===== config.mk =====
export PLATFORM = sky130hd
export DESIGN_NAME = fenced_ring_space_allocator_unit
export DESIGN_NICKNAME = d
export VERILOG_FILES = /design/src/hdl/frsa_pkg.sv /design/src/hdl/fenced_ring_space_allocator_unit.sv
export SDC_FILE = /design/constraint.sdc
export NUM_CORES = 2
export LEC_CHECK = 0
export BUFFER_PORTS_ARGS = -buffer_cell sky130_fd_sc_hd__buf_4
export CORE_ASPECT_RATIO = 0.75
export CORE_MARGIN = 10
export CORE_UTILIZATION = 39
export CTS_BUF_LIST = sky130_fd_sc_hd__clkbuf_8
export CTS_CLUSTER_SIZE = 40
export DETAILED_ROUTE_END_ITERATION = 16
export PLACE_DENSITY = 0.53
export RECOVER_POWER = 25
export SKIP_CTS_REPAIR_TIMING = 1
export SYNTH_ARGS = -nofsm -noshare
export SYNTH_HDL_FRONTEND = slang
export SYNTH_SLANG_ARGS = --single-unit
export TNS_END_PERCENT = 1

===== constraint.sdc =====
create_clock -name clk -period 7.65 [get_ports clk]
set_input_delay 1.53 -clock clk [delete_from_list [all_inputs] [get_ports clk]]
set_output_delay 1.53 -clock clk [all_outputs]
set_load 0.05 [all_outputs]

===== src/hdl/frsa_pkg.sv =====
// ----------------------------------------------------------------------------
// frsa_pkg
// Shared types and constants of the fenced ring space allocator.
// ----------------------------------------------------------------------------
package frsa_pkg;

	// field widths
	localparam int unsigned POS_W   = 21;
	localparam int unsigned REQ_W   = 22;
	localparam int unsigned ALIGN_W = 13;
	localparam int unsigned FENCE_W = 32;
	localparam int unsigned STAT_W  = 3;

	// parameter defaults
	localparam int unsigned FENCE_DEPTH_DEF    = 16;
	localparam int unsigned RING_BYTES_MAX_DEF = 1048576;

	// actions
	localparam logic ACT_RESERVE = 1'b0;
	localparam logic ACT_COMMIT  = 1'b1;

	// result status codes
	typedef enum logic [STAT_W-1:0] {
		ST_GRANTED    = 3'd0,
		ST_GRANT_WAIT = 3'd1,
		ST_TOO_LARGE  = 3'd2,
		ST_NO_SPACE   = 3'd3,
		ST_COMMITTED  = 3'd4,
		ST_COMMIT_ERR = 3'd5
	} status_t;

	// sequencer states
	typedef enum logic [3:0] {
		S_IDLE,
		S_RET_RD,
		S_RET_CHK,
		S_RET_END,
		S_FIT,
		S_FS_END,
		S_FS_CP,
		S_SCN_RD,
		S_SCN_CHK,
		S_ALN,
		S_CMT_RD,
		S_CMT_CHK,
		S_OUT
	} state_t;

endpackage


===== src/hdl/fenced_ring_space_allocator_unit.sv =====
// One item at a time: a commit reads the newest fence entry and checks it, a
// reserve that is too large goes straight to its result, and any other reserve
// walks the fence table (one entry read from the table memory and compared per
// step; the entry that stops retirement is read again by the wait search).
// The next item is taken the cycle after the result is delivered. arst_n clears
// positions and the sequencer at once, but not the fence table; no clearing pass.
// ----------------------------------------------------------------------------
// fenced_ring_space_allocator_unit
// Byte ring allocator with fence tracked retirement of consumed space.
// ----------------------------------------------------------------------------
module fenced_ring_space_allocator_unit #(
	parameter int unsigned FENCE_DEPTH    = frsa_pkg::FENCE_DEPTH_DEF,
	parameter int unsigned RING_BYTES_MAX = frsa_pkg::RING_BYTES_MAX_DEF
) (
	input  logic                          clk,
	input  logic                          arst_n,
	input  logic                          cfg_we,
	input  logic [frsa_pkg::POS_W-1:0]    cfg_wdata,
	input  logic                          in_valid,
	output logic                          in_stall,
	input  logic                          action,
	input  logic [frsa_pkg::POS_W-1:0]    byte_count,
	input  logic [frsa_pkg::ALIGN_W-1:0]  align_bytes,
	input  logic [frsa_pkg::FENCE_W-1:0]  current_fence,
	input  logic [frsa_pkg::FENCE_W-1:0]  completed_fence,
	output logic                          out_valid,
	input  logic                          out_stall,
	output logic [frsa_pkg::STAT_W-1:0]   status,
	output logic [frsa_pkg::POS_W-1:0]    offset,
	output logic [frsa_pkg::POS_W-1:0]    space,
	output logic [frsa_pkg::FENCE_W-1:0]  wait_fence
);

	localparam int unsigned IDX_W = $clog2(FENCE_DEPTH);
	localparam int unsigned CNT_W = $clog2(FENCE_DEPTH + 1);
	localparam int unsigned PW    = frsa_pkg::POS_W;
	localparam int unsigned RW    = frsa_pkg::REQ_W;
	localparam int unsigned AW    = frsa_pkg::ALIGN_W;
	localparam int unsigned FW    = frsa_pkg::FENCE_W;
	localparam logic [CNT_W:0] DEPTH_C = (CNT_W+1)'(FENCE_DEPTH);
	localparam logic [24:0]    MAX_C   = 25'(RING_BYTES_MAX);

	// ring size as used: zero acts as one, clamp to the maximum
	function automatic logic [PW-1:0] eff_size(input logic [PW-1:0] r);
		logic [PW-1:0] s;
		s = (r == '0) ? PW'(1) : r;
		if ({4'b0, s} > MAX_C) s = MAX_C[PW-1:0];
		return s;
	endfunction

	// ring index plus an offset, modulo the table depth
	function automatic logic [IDX_W-1:0] slot_of(input logic [IDX_W-1:0] h,
			input logic [CNT_W-1:0] k);
		logic [CNT_W:0] s;
		s = (CNT_W+1)'(h) + (CNT_W+1)'(k);
		if (s >= DEPTH_C) s = s - DEPTH_C;
		return s[IDX_W-1:0];
	endfunction

	frsa_pkg::state_t state_q, state_d;

	logic [PW-1:0]    size_q;
	logic [PW-1:0]    wo_q, fs_q, cp_q;
	logic [IDX_W-1:0] head_q;
	logic [CNT_W-1:0] count_q;
	logic [CNT_W-1:0] n_q;
	logic [PW-1:0]    bytes_q;
	logic [AW-1:0]    a_q;
	logic [RW-1:0]    req_q;
	logic [FW-1:0]    cur_q, done_q, wait_q;
	logic [frsa_pkg::STAT_W-1:0] status_q;

	// fence table memory
	logic [FW-1:0] ids_mem [FENCE_DEPTH];
	logic [PW-1:0] offs_mem [FENCE_DEPTH];
	logic [FW-1:0] rd_id_q;
	logic [PW-1:0] rd_off_q;
	logic [IDX_W-1:0] rd_addr, wr_addr;
	logic wr_id_en, wr_off_en;

	// input alignment reduced to its highest set bit
	logic [AW-1:0] a_in;
	always_comb begin
		a_in = AW'(1);
		for (int i = 0; i < AW; i++) begin
			if (align_bytes[i]) a_in = AW'(1) << i;
		end
	end

	logic [RW-1:0] req_in;
	assign req_in = RW'(byte_count) + RW'(a_in);

	// shared position arithmetic
	logic [RW-1:0] amask, aligned, diff;
	logic [PW-1:0] sat_end, cp_gap;
	assign amask   = RW'(a_q) - RW'(1);
	assign aligned = (RW'(wo_q) + amask) & ~amask;
	assign diff    = aligned - RW'(wo_q);
	assign sat_end = (size_q > wo_q) ? size_q - wo_q : '0;
	assign cp_gap  = (cp_q > wo_q) ? cp_q - wo_q : '0;

	// fit checks after retirement
	logic fit_a, fit_b, fit_c;
	assign fit_a = (wo_q >= cp_q) && (req_q <= RW'(sat_end));
	assign fit_b = (wo_q >= cp_q) && (req_q < RW'(cp_q));
	assign fit_c = (wo_q < cp_q) && (req_q < RW'(cp_q - wo_q));

	// candidate fence for the wait search
	logic found;
	logic [PW-1:0] n_off, n_sp, n_cp;
	always_comb begin
		found = 1'b0;
		n_off = '0;
		n_sp  = '0;
		n_cp  = rd_off_q;
		if (wo_q == rd_off_q) begin
			found = 1'b1;
			n_sp  = size_q;
			n_cp  = '0;
		end else if (wo_q > rd_off_q) begin
			if (RW'(sat_end) >= req_q) begin
				found = 1'b1;
				n_off = wo_q;
				n_sp  = size_q - wo_q;
			end else if (RW'(rd_off_q) > req_q) begin
				found = 1'b1;
				n_sp  = rd_off_q - PW'(1);
			end
		end else if (RW'(rd_off_q - wo_q) > req_q) begin
			found = 1'b1;
			n_off = wo_q;
			n_sp  = rd_off_q - wo_q - PW'(1);
		end
	end

	// commit checks
	logic [RW-1:0] wo_plus;
	logic cmt_bad, same;
	assign wo_plus = RW'(wo_q) + RW'(bytes_q);
	assign cmt_bad = (wo_plus > RW'(size_q)) || (bytes_q > fs_q);
	assign same    = (count_q != '0) && (rd_id_q == cur_q);

	// next state and memory control
	always_comb begin
		state_d   = state_q;
		rd_addr   = slot_of(head_q, n_q);
		wr_addr   = slot_of(head_q, count_q);
		wr_id_en  = 1'b0;
		wr_off_en = 1'b0;
		case (state_q)
			frsa_pkg::S_IDLE: begin
				if (in_valid) begin
					if (action == frsa_pkg::ACT_COMMIT) state_d = frsa_pkg::S_CMT_RD;
					else if (req_in > RW'(size_q)) state_d = frsa_pkg::S_OUT;
					else state_d = frsa_pkg::S_RET_RD;
				end
			end
			frsa_pkg::S_RET_RD: begin
				state_d = (n_q == count_q) ? frsa_pkg::S_RET_END : frsa_pkg::S_RET_CHK;
			end
			frsa_pkg::S_RET_CHK: begin
				state_d = (done_q >= rd_id_q) ? frsa_pkg::S_RET_RD : frsa_pkg::S_RET_END;
			end
			frsa_pkg::S_RET_END: state_d = frsa_pkg::S_FIT;
			frsa_pkg::S_FIT: begin
				if (fit_a) state_d = frsa_pkg::S_FS_END;
				else if (fit_b) state_d = frsa_pkg::S_OUT;
				else if (fit_c) state_d = frsa_pkg::S_FS_CP;
				else state_d = frsa_pkg::S_SCN_RD;
			end
			frsa_pkg::S_FS_END: state_d = frsa_pkg::S_OUT;
			frsa_pkg::S_FS_CP:  state_d = frsa_pkg::S_OUT;
			frsa_pkg::S_SCN_RD: begin
				state_d = (n_q == count_q) ? frsa_pkg::S_OUT : frsa_pkg::S_SCN_CHK;
			end
			frsa_pkg::S_SCN_CHK: begin
				if (!found) state_d = frsa_pkg::S_SCN_RD;
				else if (rd_id_q == cur_q) state_d = frsa_pkg::S_OUT;
				else state_d = frsa_pkg::S_ALN;
			end
			frsa_pkg::S_ALN: state_d = frsa_pkg::S_OUT;
			frsa_pkg::S_CMT_RD: begin
				rd_addr = slot_of(head_q, count_q - CNT_W'(1));
				state_d = cmt_bad ? frsa_pkg::S_OUT : frsa_pkg::S_CMT_CHK;
			end
			frsa_pkg::S_CMT_CHK: begin
				state_d = frsa_pkg::S_OUT;
				if (same) begin
					wr_addr   = slot_of(head_q, count_q - CNT_W'(1));
					wr_off_en = 1'b1;
				end else if (count_q < CNT_W'(FENCE_DEPTH)) begin
					wr_id_en  = 1'b1;
					wr_off_en = 1'b1;
				end
			end
			frsa_pkg::S_OUT: begin
				if (!out_stall) state_d = frsa_pkg::S_IDLE;
			end
			default: state_d = frsa_pkg::S_IDLE;
		endcase
	end

	// table memory: one read and one write port
	always_ff @(posedge clk) begin
		rd_id_q  <= ids_mem[rd_addr];
		rd_off_q <= offs_mem[rd_addr];
		if (wr_id_en) ids_mem[wr_addr] <= cur_q;
		if (wr_off_en) offs_mem[wr_addr] <= wo_plus[PW-1:0];
	end

	// state register
	always_ff @(posedge clk or negedge arst_n) begin
		if (!arst_n) state_q <= frsa_pkg::S_IDLE;
		else state_q <= state_d;
	end

	// datapath and table pointers
	always_ff @(posedge clk or negedge arst_n) begin
		if (!arst_n) begin
			size_q   <= eff_size(MAX_C[PW-1:0]);
			wo_q     <= '0;
			fs_q     <= '0;
			cp_q     <= '0;
			head_q   <= '0;
			count_q  <= '0;
			n_q      <= '0;
			status_q <= '0;
			wait_q   <= '0;
		end else begin
			case (state_q)
				frsa_pkg::S_IDLE: begin
					if (cfg_we) begin
						size_q  <= eff_size(cfg_wdata);
						head_q  <= '0;
						count_q <= '0;
						wo_q    <= '0;
						cp_q    <= '0;
					end
					if (in_valid) begin
						n_q      <= '0;
						wait_q   <= '0;
						status_q <= frsa_pkg::ST_TOO_LARGE;
					end
				end
				frsa_pkg::S_RET_CHK: begin
					if (done_q >= rd_id_q) begin
						cp_q <= rd_off_q;
						n_q  <= n_q + CNT_W'(1);
					end
				end
				frsa_pkg::S_RET_END: begin
					if (n_q != '0) begin
						head_q  <= slot_of(head_q, n_q);
						count_q <= count_q - n_q;
						if (wo_q == cp_q) begin
							wo_q <= '0;
							cp_q <= '0;
							fs_q <= size_q;
						end
					end
					n_q <= '0;
				end
				frsa_pkg::S_FIT: begin
					status_q <= frsa_pkg::ST_GRANTED;
					if (fit_a || fit_c) begin
						wo_q <= aligned[PW-1:0];
					end else if (fit_b) begin
						wo_q <= '0;
						fs_q <= cp_q - PW'(1);
					end
				end
				frsa_pkg::S_FS_END: fs_q <= sat_end;
				frsa_pkg::S_FS_CP:  fs_q <= (cp_gap != '0) ? cp_gap - PW'(1) : '0;
				frsa_pkg::S_SCN_RD: begin
					if (n_q == count_q) status_q <= frsa_pkg::ST_NO_SPACE;
				end
				frsa_pkg::S_SCN_CHK: begin
					if (!found) begin
						n_q <= n_q + CNT_W'(1);
					end else if (rd_id_q == cur_q) begin
						status_q <= frsa_pkg::ST_NO_SPACE;
					end else begin
						status_q <= frsa_pkg::ST_GRANT_WAIT;
						wait_q   <= rd_id_q;
						if (wo_q == rd_off_q) begin
							head_q  <= slot_of(head_q, count_q);
							count_q <= '0;
						end else begin
							head_q  <= slot_of(head_q, n_q + CNT_W'(1));
							count_q <= count_q - n_q - CNT_W'(1);
						end
						wo_q <= n_off;
						fs_q <= n_sp;
						cp_q <= n_cp;
					end
				end
				frsa_pkg::S_ALN: begin
					wo_q <= aligned[PW-1:0];
					fs_q <= (RW'(fs_q) > diff) ? fs_q - diff[PW-1:0] : '0;
				end
				frsa_pkg::S_CMT_RD: begin
					status_q <= frsa_pkg::ST_COMMIT_ERR;
				end
				frsa_pkg::S_CMT_CHK: begin
					if (same || count_q < CNT_W'(FENCE_DEPTH)) begin
						status_q <= frsa_pkg::ST_COMMITTED;
						wo_q     <= wo_plus[PW-1:0];
						fs_q     <= fs_q - bytes_q;
						if (!same) count_q <= count_q + CNT_W'(1);
					end
				end
				default: ;
			endcase
		end
	end

	// item fields held for the duration of the operation
	always_ff @(posedge clk) begin
		if (state_q == frsa_pkg::S_IDLE && in_valid) begin
			bytes_q <= byte_count;
			a_q     <= a_in;
			req_q   <= req_in;
			cur_q   <= current_fence;
			done_q  <= completed_fence;
		end
	end

	// ports
	assign in_stall   = (state_q != frsa_pkg::S_IDLE);
	assign out_valid  = (state_q == frsa_pkg::S_OUT);
	assign status     = status_q;
	assign offset     = wo_q;
	assign space      = fs_q;
	assign wait_fence = wait_q;

	// checks
	a_count_bound: assert property (@(posedge clk) disable iff (!arst_n)
		count_q <= CNT_W'(FENCE_DEPTH))
		else $error("fence count beyond table depth");

	a_wait_only: assert property (@(posedge clk) disable iff (!arst_n)
		out_valid && status_q != frsa_pkg::ST_GRANT_WAIT |-> wait_q == '0)
		else $error("wait fence set without wait grant");

	a_commit_grows: assert property (@(posedge clk) disable iff (!arst_n)
		state_q == frsa_pkg::S_CMT_CHK && !same && count_q < CNT_W'(FENCE_DEPTH)
		|=> count_q == $past(count_q) + CNT_W'(1))
		else $error("new fence entry not counted");

	a_status_range: assert property (@(posedge clk) disable iff (!arst_n)
		out_valid |-> status_q <= frsa_pkg::ST_COMMIT_ERR)
		else $error("status code out of range");

endmodule

Yosys cells after proc, flatten, opt, wreduce, memory -nomap -nowiden

Memories as Yosys holds them, arrays and structs flattened. A register that Yosys moved wholly into a read port is not among the register bits.
Cells that the tools add are included.

Add/subtract/negate cells: 29
$mul: 0
Div/mod/pow operators: 0
$lt $le $gt $ge: 22
Equality and inequality tests: 33
Shifts and indexed selects: 0
Mux-type cells: 112
Bitwise operators: 2
Reduce and logical (&&, ||, !) cells: 32

Operator list:

| operator                                                              | number |
|---|---|
| 21-bit two-way mux                                                    | 34 |
| 21-bit one-hot mux with 7 select lines                                | 1 |
| 21-bit one-hot mux with 6 select lines                                | 1 |
| 21-bit subtractor                                                     | 5 |
| 13-bit two-way mux                                                    | 8 |
| 32-bit two-way mux                                                    | 3 |
| 21-bit greater-than comparator                                        | 4 |
| 21-bit one-hot mux with 4 select lines                                | 1 |
| 21-bit by 1-bit subtractor with 21-bit output, second input constant  | 4 |
| 4-bit two-way mux                                                     | 20 |
| 32-bit one-hot mux with 2 select lines                                | 1 |
| 5-bit two-way mux                                                     | 11 |
| 21-bit by 22-bit greater-than comparator with 1-bit output            | 2 |
| 22-bit by 21-bit greater-than comparator with 1-bit output            | 2 |
| 21-bit by 21-bit subtractor with 22-bit output                        | 2 |
| 21-bit == test                                                        | 2 |
| 4-bit one-hot mux with 10 select lines                                | 1 |
| 5-bit one-hot mux with 4 select lines                                 | 2 |
| 32-bit == test                                                        | 1 |
| 32-bit >= comparator                                                  | 1 |
| 2-bit inequality test, second input constant                          | 14 |
| 4-bit by 5-bit adder with 6-bit output                                | 4 |
| 6-bit by 5-bit >= comparator with 1-bit output, second input constant | 4 |
| 3-bit two-way mux                                                     | 8 |
| other kinds (49)                                                      | 94 |

Bits in registers: 257
Bits in latches: 0
RAM bits: 848
Bits in read-only memories: 0
Bits of input ports: 125
Output and inout port bits: 79
Logic and storage cells: 247
Memories: 2

Memories:

| name     | words | width | read ports | clocked after Yosys merged registers in | write ports | RTL line                               | text |
|---|---|---|---|---|---|---|---|
| ids_mem  | 16    | 32    | 1          | 1                                       | 1           | fenced_ring_space_allocator_unit.sv:74 | `logic [FW-1:0] ids_mem [FENCE_DEPTH];` |
| offs_mem | 16    | 21    | 1          | 1                                       | 1           | fenced_ring_space_allocator_unit.sv:75 | `logic [PW-1:0] offs_mem [FENCE_DEPTH];` |

Logic depth before layout (Yosys ltp)

Depth after elaboration: 18
Depth in mapped cells: 37
Mapped depth without buffers: 36

Least setup slack after synthesis

No wires, ideal clock.

Kind: reg-to-reg
From: register a_q[0]
To: register fs_q[13], in the netlist space[13]
Library setup time: 0.126 ns
Arrival time: 6.659 ns
Data required time: 7.524 ns
Path slack: 0.865 ns
Cell stages (with the launch flop): 34
Buffers on the path: 1
Period minus slack after synthesis: 6.785 ns
Cells stage by stage: edfxtp_1 > inv_1 > ha_1 > or4b_4 > or3_1 > nor4_1 > xnor2_1 > inv_1 > ha_1 > nand2_1 > a21oi_1 > a211oi_1 > o21ai_0 > a21o_1 > a21oi_1 > xnor2_1 > nand2_1 > inv_1 > ha_1 > a21o_1 > a21oi_1 > o21ai_0 > mux2_2 > a211oi_1 > xnor2_1 > ha_1 > and4_1 > nand4_1 > or4bb_1 > o311a_1 > nand2b_1 > mux2i_2 > buf_6 > a221o_1

Word-level cells in the longest chain between the ends: 7
Elaborated cells between the ends (all ways): 9
Classes of those cells: add/sub (4); order compare (1); mux (2); bitwise (2)

RTL lines:

| element                                                                                                | RTL line                                | text |
|---|---|---|
| from (decl)                                                                                            | fenced_ring_space_allocator_unit.sv:68  | `logic [AW-1:0] a_q;` |
| from (signal assigned)                                                                                 | fenced_ring_space_allocator_unit.sv:321 | `a_q <= a_in;` |
| 13-bit by 1-bit subtractor with 14-bit output *                                                        | fenced_ring_space_allocator_unit.sv:96  | `assign amask = RW'(a_q) - RW'(1);` |
| 21-bit by 22-bit adder with 22-bit output / 22-bit inverter (equally long branches)                    | fenced_ring_space_allocator_unit.sv:97  | `assign aligned = (RW'(wo_q) + amask) & ~amask;` |
| 22-bit AND *                                                                                           | fenced_ring_space_allocator_unit.sv:97  |  |
| 22-bit by 21-bit subtractor with 22-bit output *                                                       | fenced_ring_space_allocator_unit.sv:98  | `assign diff = aligned - RW'(wo_q);` |
| 21-bit subtractor / 21-bit by 22-bit greater-than comparator with 1-bit output (equally long branches) | fenced_ring_space_allocator_unit.sv:299 | `fs_q <= (RW'(fs_q) > diff) ? fs_q - diff[PW-1:0] : '0;` |
| 21-bit two-way mux *                                                                                   | fenced_ring_space_allocator_unit.sv:299 |  |
| 21-bit one-hot mux with 7 select lines *                                                               | fenced_ring_space_allocator_unit.sv:230 | `case (state_q)` |
| to (signal assigned)                                                                                   | fenced_ring_space_allocator_unit.sv:293 | `fs_q <= n_sp;` |
| to (signal assigned)                                                                                   | fenced_ring_space_allocator_unit.sv:299 |  |
| to (signal assigned)                                                                                   | fenced_ring_space_allocator_unit.sv:308 | `fs_q <= fs_q - bytes_q;` |
| to (decl)                                                                                              | fenced_ring_space_allocator_unit.sv:63  | `logic [PW-1:0] wo_q, fs_q, cp_q;` |

Every way passes the cells marked *; elsewhere a longest branch is shown, timed or not.
A chain may end at the register's enable or synchronous reset.

Worst setup path in the final report

From: register wo_q[2], in the netlist offset[2]
To: register fs_q[18], in the netlist space[18]

Word-level cells in the longest chain between the ends: 9
Elaborated cells between the ends (all ways): 48
Classes of those cells: add/sub (10); order compare (10); eq/ne (6); mux (15); bitwise (1); reduce/logical (6)

RTL lines:

| element                                                                           | RTL line                                | text |
|---|---|---|
| from (decl)                                                                       | fenced_ring_space_allocator_unit.sv:63  |  |
| from (signal assigned)                                                            | fenced_ring_space_allocator_unit.sv:266 | `wo_q <= aligned[PW-1:0];` |
| from (signal assigned)                                                            | fenced_ring_space_allocator_unit.sv:292 | `wo_q <= n_off;` |
| from (signal assigned)                                                            | fenced_ring_space_allocator_unit.sv:298 | `wo_q <= aligned[PW-1:0];` |
| branches (longest 9 deep; another with 21-bit by 22-bit adder with 22-bit output) | n/a                                     |  |
| to (signal assigned)                                                              | fenced_ring_space_allocator_unit.sv:272 | `frsa_pkg::S_FS_END: fs_q <= sat_end;` |
| to (signal assigned)                                                              | fenced_ring_space_allocator_unit.sv:273 | `frsa_pkg::S_FS_CP: fs_q <= (cp_gap != '0) ? cp_gap - PW'(1) : '0;` |
| to (signal assigned)                                                              | fenced_ring_space_allocator_unit.sv:293 |  |

Parallel ways; which one is timed is not known. The select of a mux whose other input is x is not followed.

==> impl_metrics.yaml <==
run_status:
  status: "finished with violations"
  failed_checks: "max-capacitance violations, max-slew violations"
grt:
  grt_pass1_wl_mm: 299
  grt_pass1_vias: 40452
  antenna_found_initial: 15
  grt_max_degree: 106
  overflow: 0
  grt_usage: 0.235
timing:
  whs_ns: 0.477
  rsz0062_at_grt: "true"
  hold_viol: 0
  worst_pin_slew_ns: 4.04
  post-route-period-util: 0.959
  clock.fmax_mhz: 136
  setup_viol: 0
  slew_headroom: -1.69
  finalCriticalPeriod_ns: 7.33
  slew_viol_final: 63
  clock-skew-final_ns: 0.0616
detailed_routing:
  drt_iter0_drc: 5225
  drcViolationCount: 0
  ant_nets: 0
  num_vias: 43134
  dr.pass1.iters: 6
  avgViaCountPerCell: 5.86
  wl_mm: 211
  wl_per_cell_um: 28.6
cells_and_area:
  fillers: 14074
  most-common-layout-cells: "968 x edfxtp_1, 376 x ha_1, 304 x inv_1"
  final_util: 0.451
  instances_no_fill: 7367
  final_common_cell: "edfxtp_1"
  syn_to_final_growth_pct: 14.5
  drive_above_1_share: 0.182
  final_nets: 5631
synthesis:
  synth.distinct_cells: 113
  synth_edf_count: 968
  yosysTopAreaCell: "edfxtp_1"
  netlist_top_cells_area: "edfxtp_1 48%, mux4_2 7.8%, ha_1 7.8%"
  yosysWarningCount: 0
  synth_top_area_share: 0.475
  ys_async_sr_fraction: 0.118
  syn_avg_cell_area_sq_um: 13.0
  yosysSeqAreaShare: 0.549
  syn_nets: 5228
  synth_area_sq_um: 61200
  synth_ff_type: "edfxtp_1"
  postSynthCellCount: 4708
  ys_ff_latch: 1158
die:
  row_count: 125
  die_x_um: 477
  die_h_um: 363
  core_area_sq_um: 155000
  start_util: 0.394
  die-area_sq_um: 173000
  top_level_ports: 204
worst_setup_path:
  crit_path_end_kind: "flop"
  crit_fanout: 10
  cp_slowest_cell: "dfrtp_1"
  crit_top_cell: "buf_4"
  crit_chain: "inv_1, ha_1, o21ai_0, o21ai_0, a31oi_1, o211ai_1, o21a_1, o21bai_1, ha_1, nand2b_1, a211oi_1, nor3_1, o41ai_1, buf_4, nand2b_1, o41ai_2, buf_4, o2111ai_1, nor3_2, nand2_2, buf_4, a2111oi_1, buf_4, o211ai_1"
  critPathMaxStageDelay_ns: 0.58
  critPathKind: "flop to flop"
  crit_path_start_kind: "flop"
  cp.required_ns: 8.42
  cp.arrival_ns: 8.11
place:
  hpwl_mm: 153
  dpl.cell_count: 7022
  numPortBuffers: 202
  routabilityCongestion: 0.995
clock_tree:
  cts_made_buffers: 182
  cts_tree: "built"
  h-tree-depth: 4
  root_buffer: "clkbuf_8"
  cts_sinks: 1158
  insertion_delay_ns: 0.93
  clockBufferDepth: 3
  clk_pin_slew_ns: 0.07
hold_path:
  hold_path_class: "flop to flop"
flow_run:
  drv_cap: 1
## final timing paths
| kind | depth (start not counted) | to | start | slack (ns) |
|---|---|---|---|---|
| max | 24 | space[18] | offset[2] | 0.32 |
| min | 2 | wait_fence[9] | wait_fence[9] | 0.48 |
| max reg2reg | 24 | space[18] | offset[2] | 0.32 |
| min reg2reg | 2 | wait_fence[9] | wait_fence[9] | 0.48 |
| max in group asynchronous | 2 | wait_fence[8] | arst_n | 3.20 |
| min in group asynchronous | 1 | offset[4] | arst_n | 2.00 |
## worst max-delay path: cells and delay by family, from the launching register on
family	cells	cell delay, ns
compound gates	12	3.84
buf+inv	5	1.15
simple gates	5	0.87
fa+ha+maj	2	0.74
flops	1	0.58
## state kept, by name (all words and copies together) (netlist names)
name / flops
space: 21
size_q: 21
status: 3
n_q: 5
req_q: 22
count_q: 5
offset: 21
head_q: 4
cur_q: 32
offs_mem: 336
rd_id_q: 32
state_q: 4
ids_mem: 512
rd_off_q: 21
wait_fence: 32
a_q: 13
bytes_q: 21
done_q: 32
cp_q: 21
## cells by family after synthesis
| group | Yosys count | share of synthesized area |
|---|---|---|
| flops | 1158 | 0.549 |
| xor+xnor | 277 | 0.0398 |
| simple gates | 1054 | 0.0861 |
| buf+inv | 417 | 0.0271 |
| compound gates | 1098 | 0.121 |
| fa+ha+maj | 395 | 0.0825 |
| mux | 309 | 0.0943 |
## per-layer routing
layer	up-vias	GRT usage	wire length, um
met5	-	0	44
met4	8	0.0499	3900
met3	264	0.0628	21200
met2	1939	0.316	83700
met1	21894	0.373	102000
li1	19029	-	-
## final cells by class
cell class	count	area, sq um	area share
sequential	1158	33600	0.479
multi-input combinational	3133	26400	0.377
timing repair buffer	391	2910	0.0415
clock buffer	197	2710	0.0387
tap	2095	2620	0.0374
clock inverter	144	930	0.0133
inverter	245	920	0.0131
antenna	4	10.0	0.000143
## stage by stage
stage | setup TNS, ns | cell area, sq um | setup slack [ns]
5_1_grt | -0.0615 | 70000 | -0.0601
4_1_cts | -0.0284 | 70000 | -0.0284
2_1_floorplan | 0 | 61200 | 0.865
3_3_place_gp | 0 | 66300 | 0.115
6_report | 0 | 70000 | 0.315
3_5_place_dp | 0 | 66300 | 0.0558
## synthesized netlist by cell type, types with 93 or more instances
| library cell | number |
|---|---|
| edfxtp_1 | 968 |
| ha_1 | 381 |
| a21oi_1 | 290 |
| nand2_1 | 270 |
| nor2_1 | 269 |
| inv_1 | 242 |
| mux4_2 | 212 |
| o21ai_0 | 179 |
| xnor2_1 | 155 |
| dfrtp_1 | 136 |
| a21o_1 | 121 |
| xor2_1 | 121 |
| clkbuf_1 | 112 |
| nor2b_1 | 99 |
| a211oi_1 | 93 |
Power is left out: the tool's default activity adds up to more than one toggle a clock period on the data nets, which glitch-free logic cannot reach.
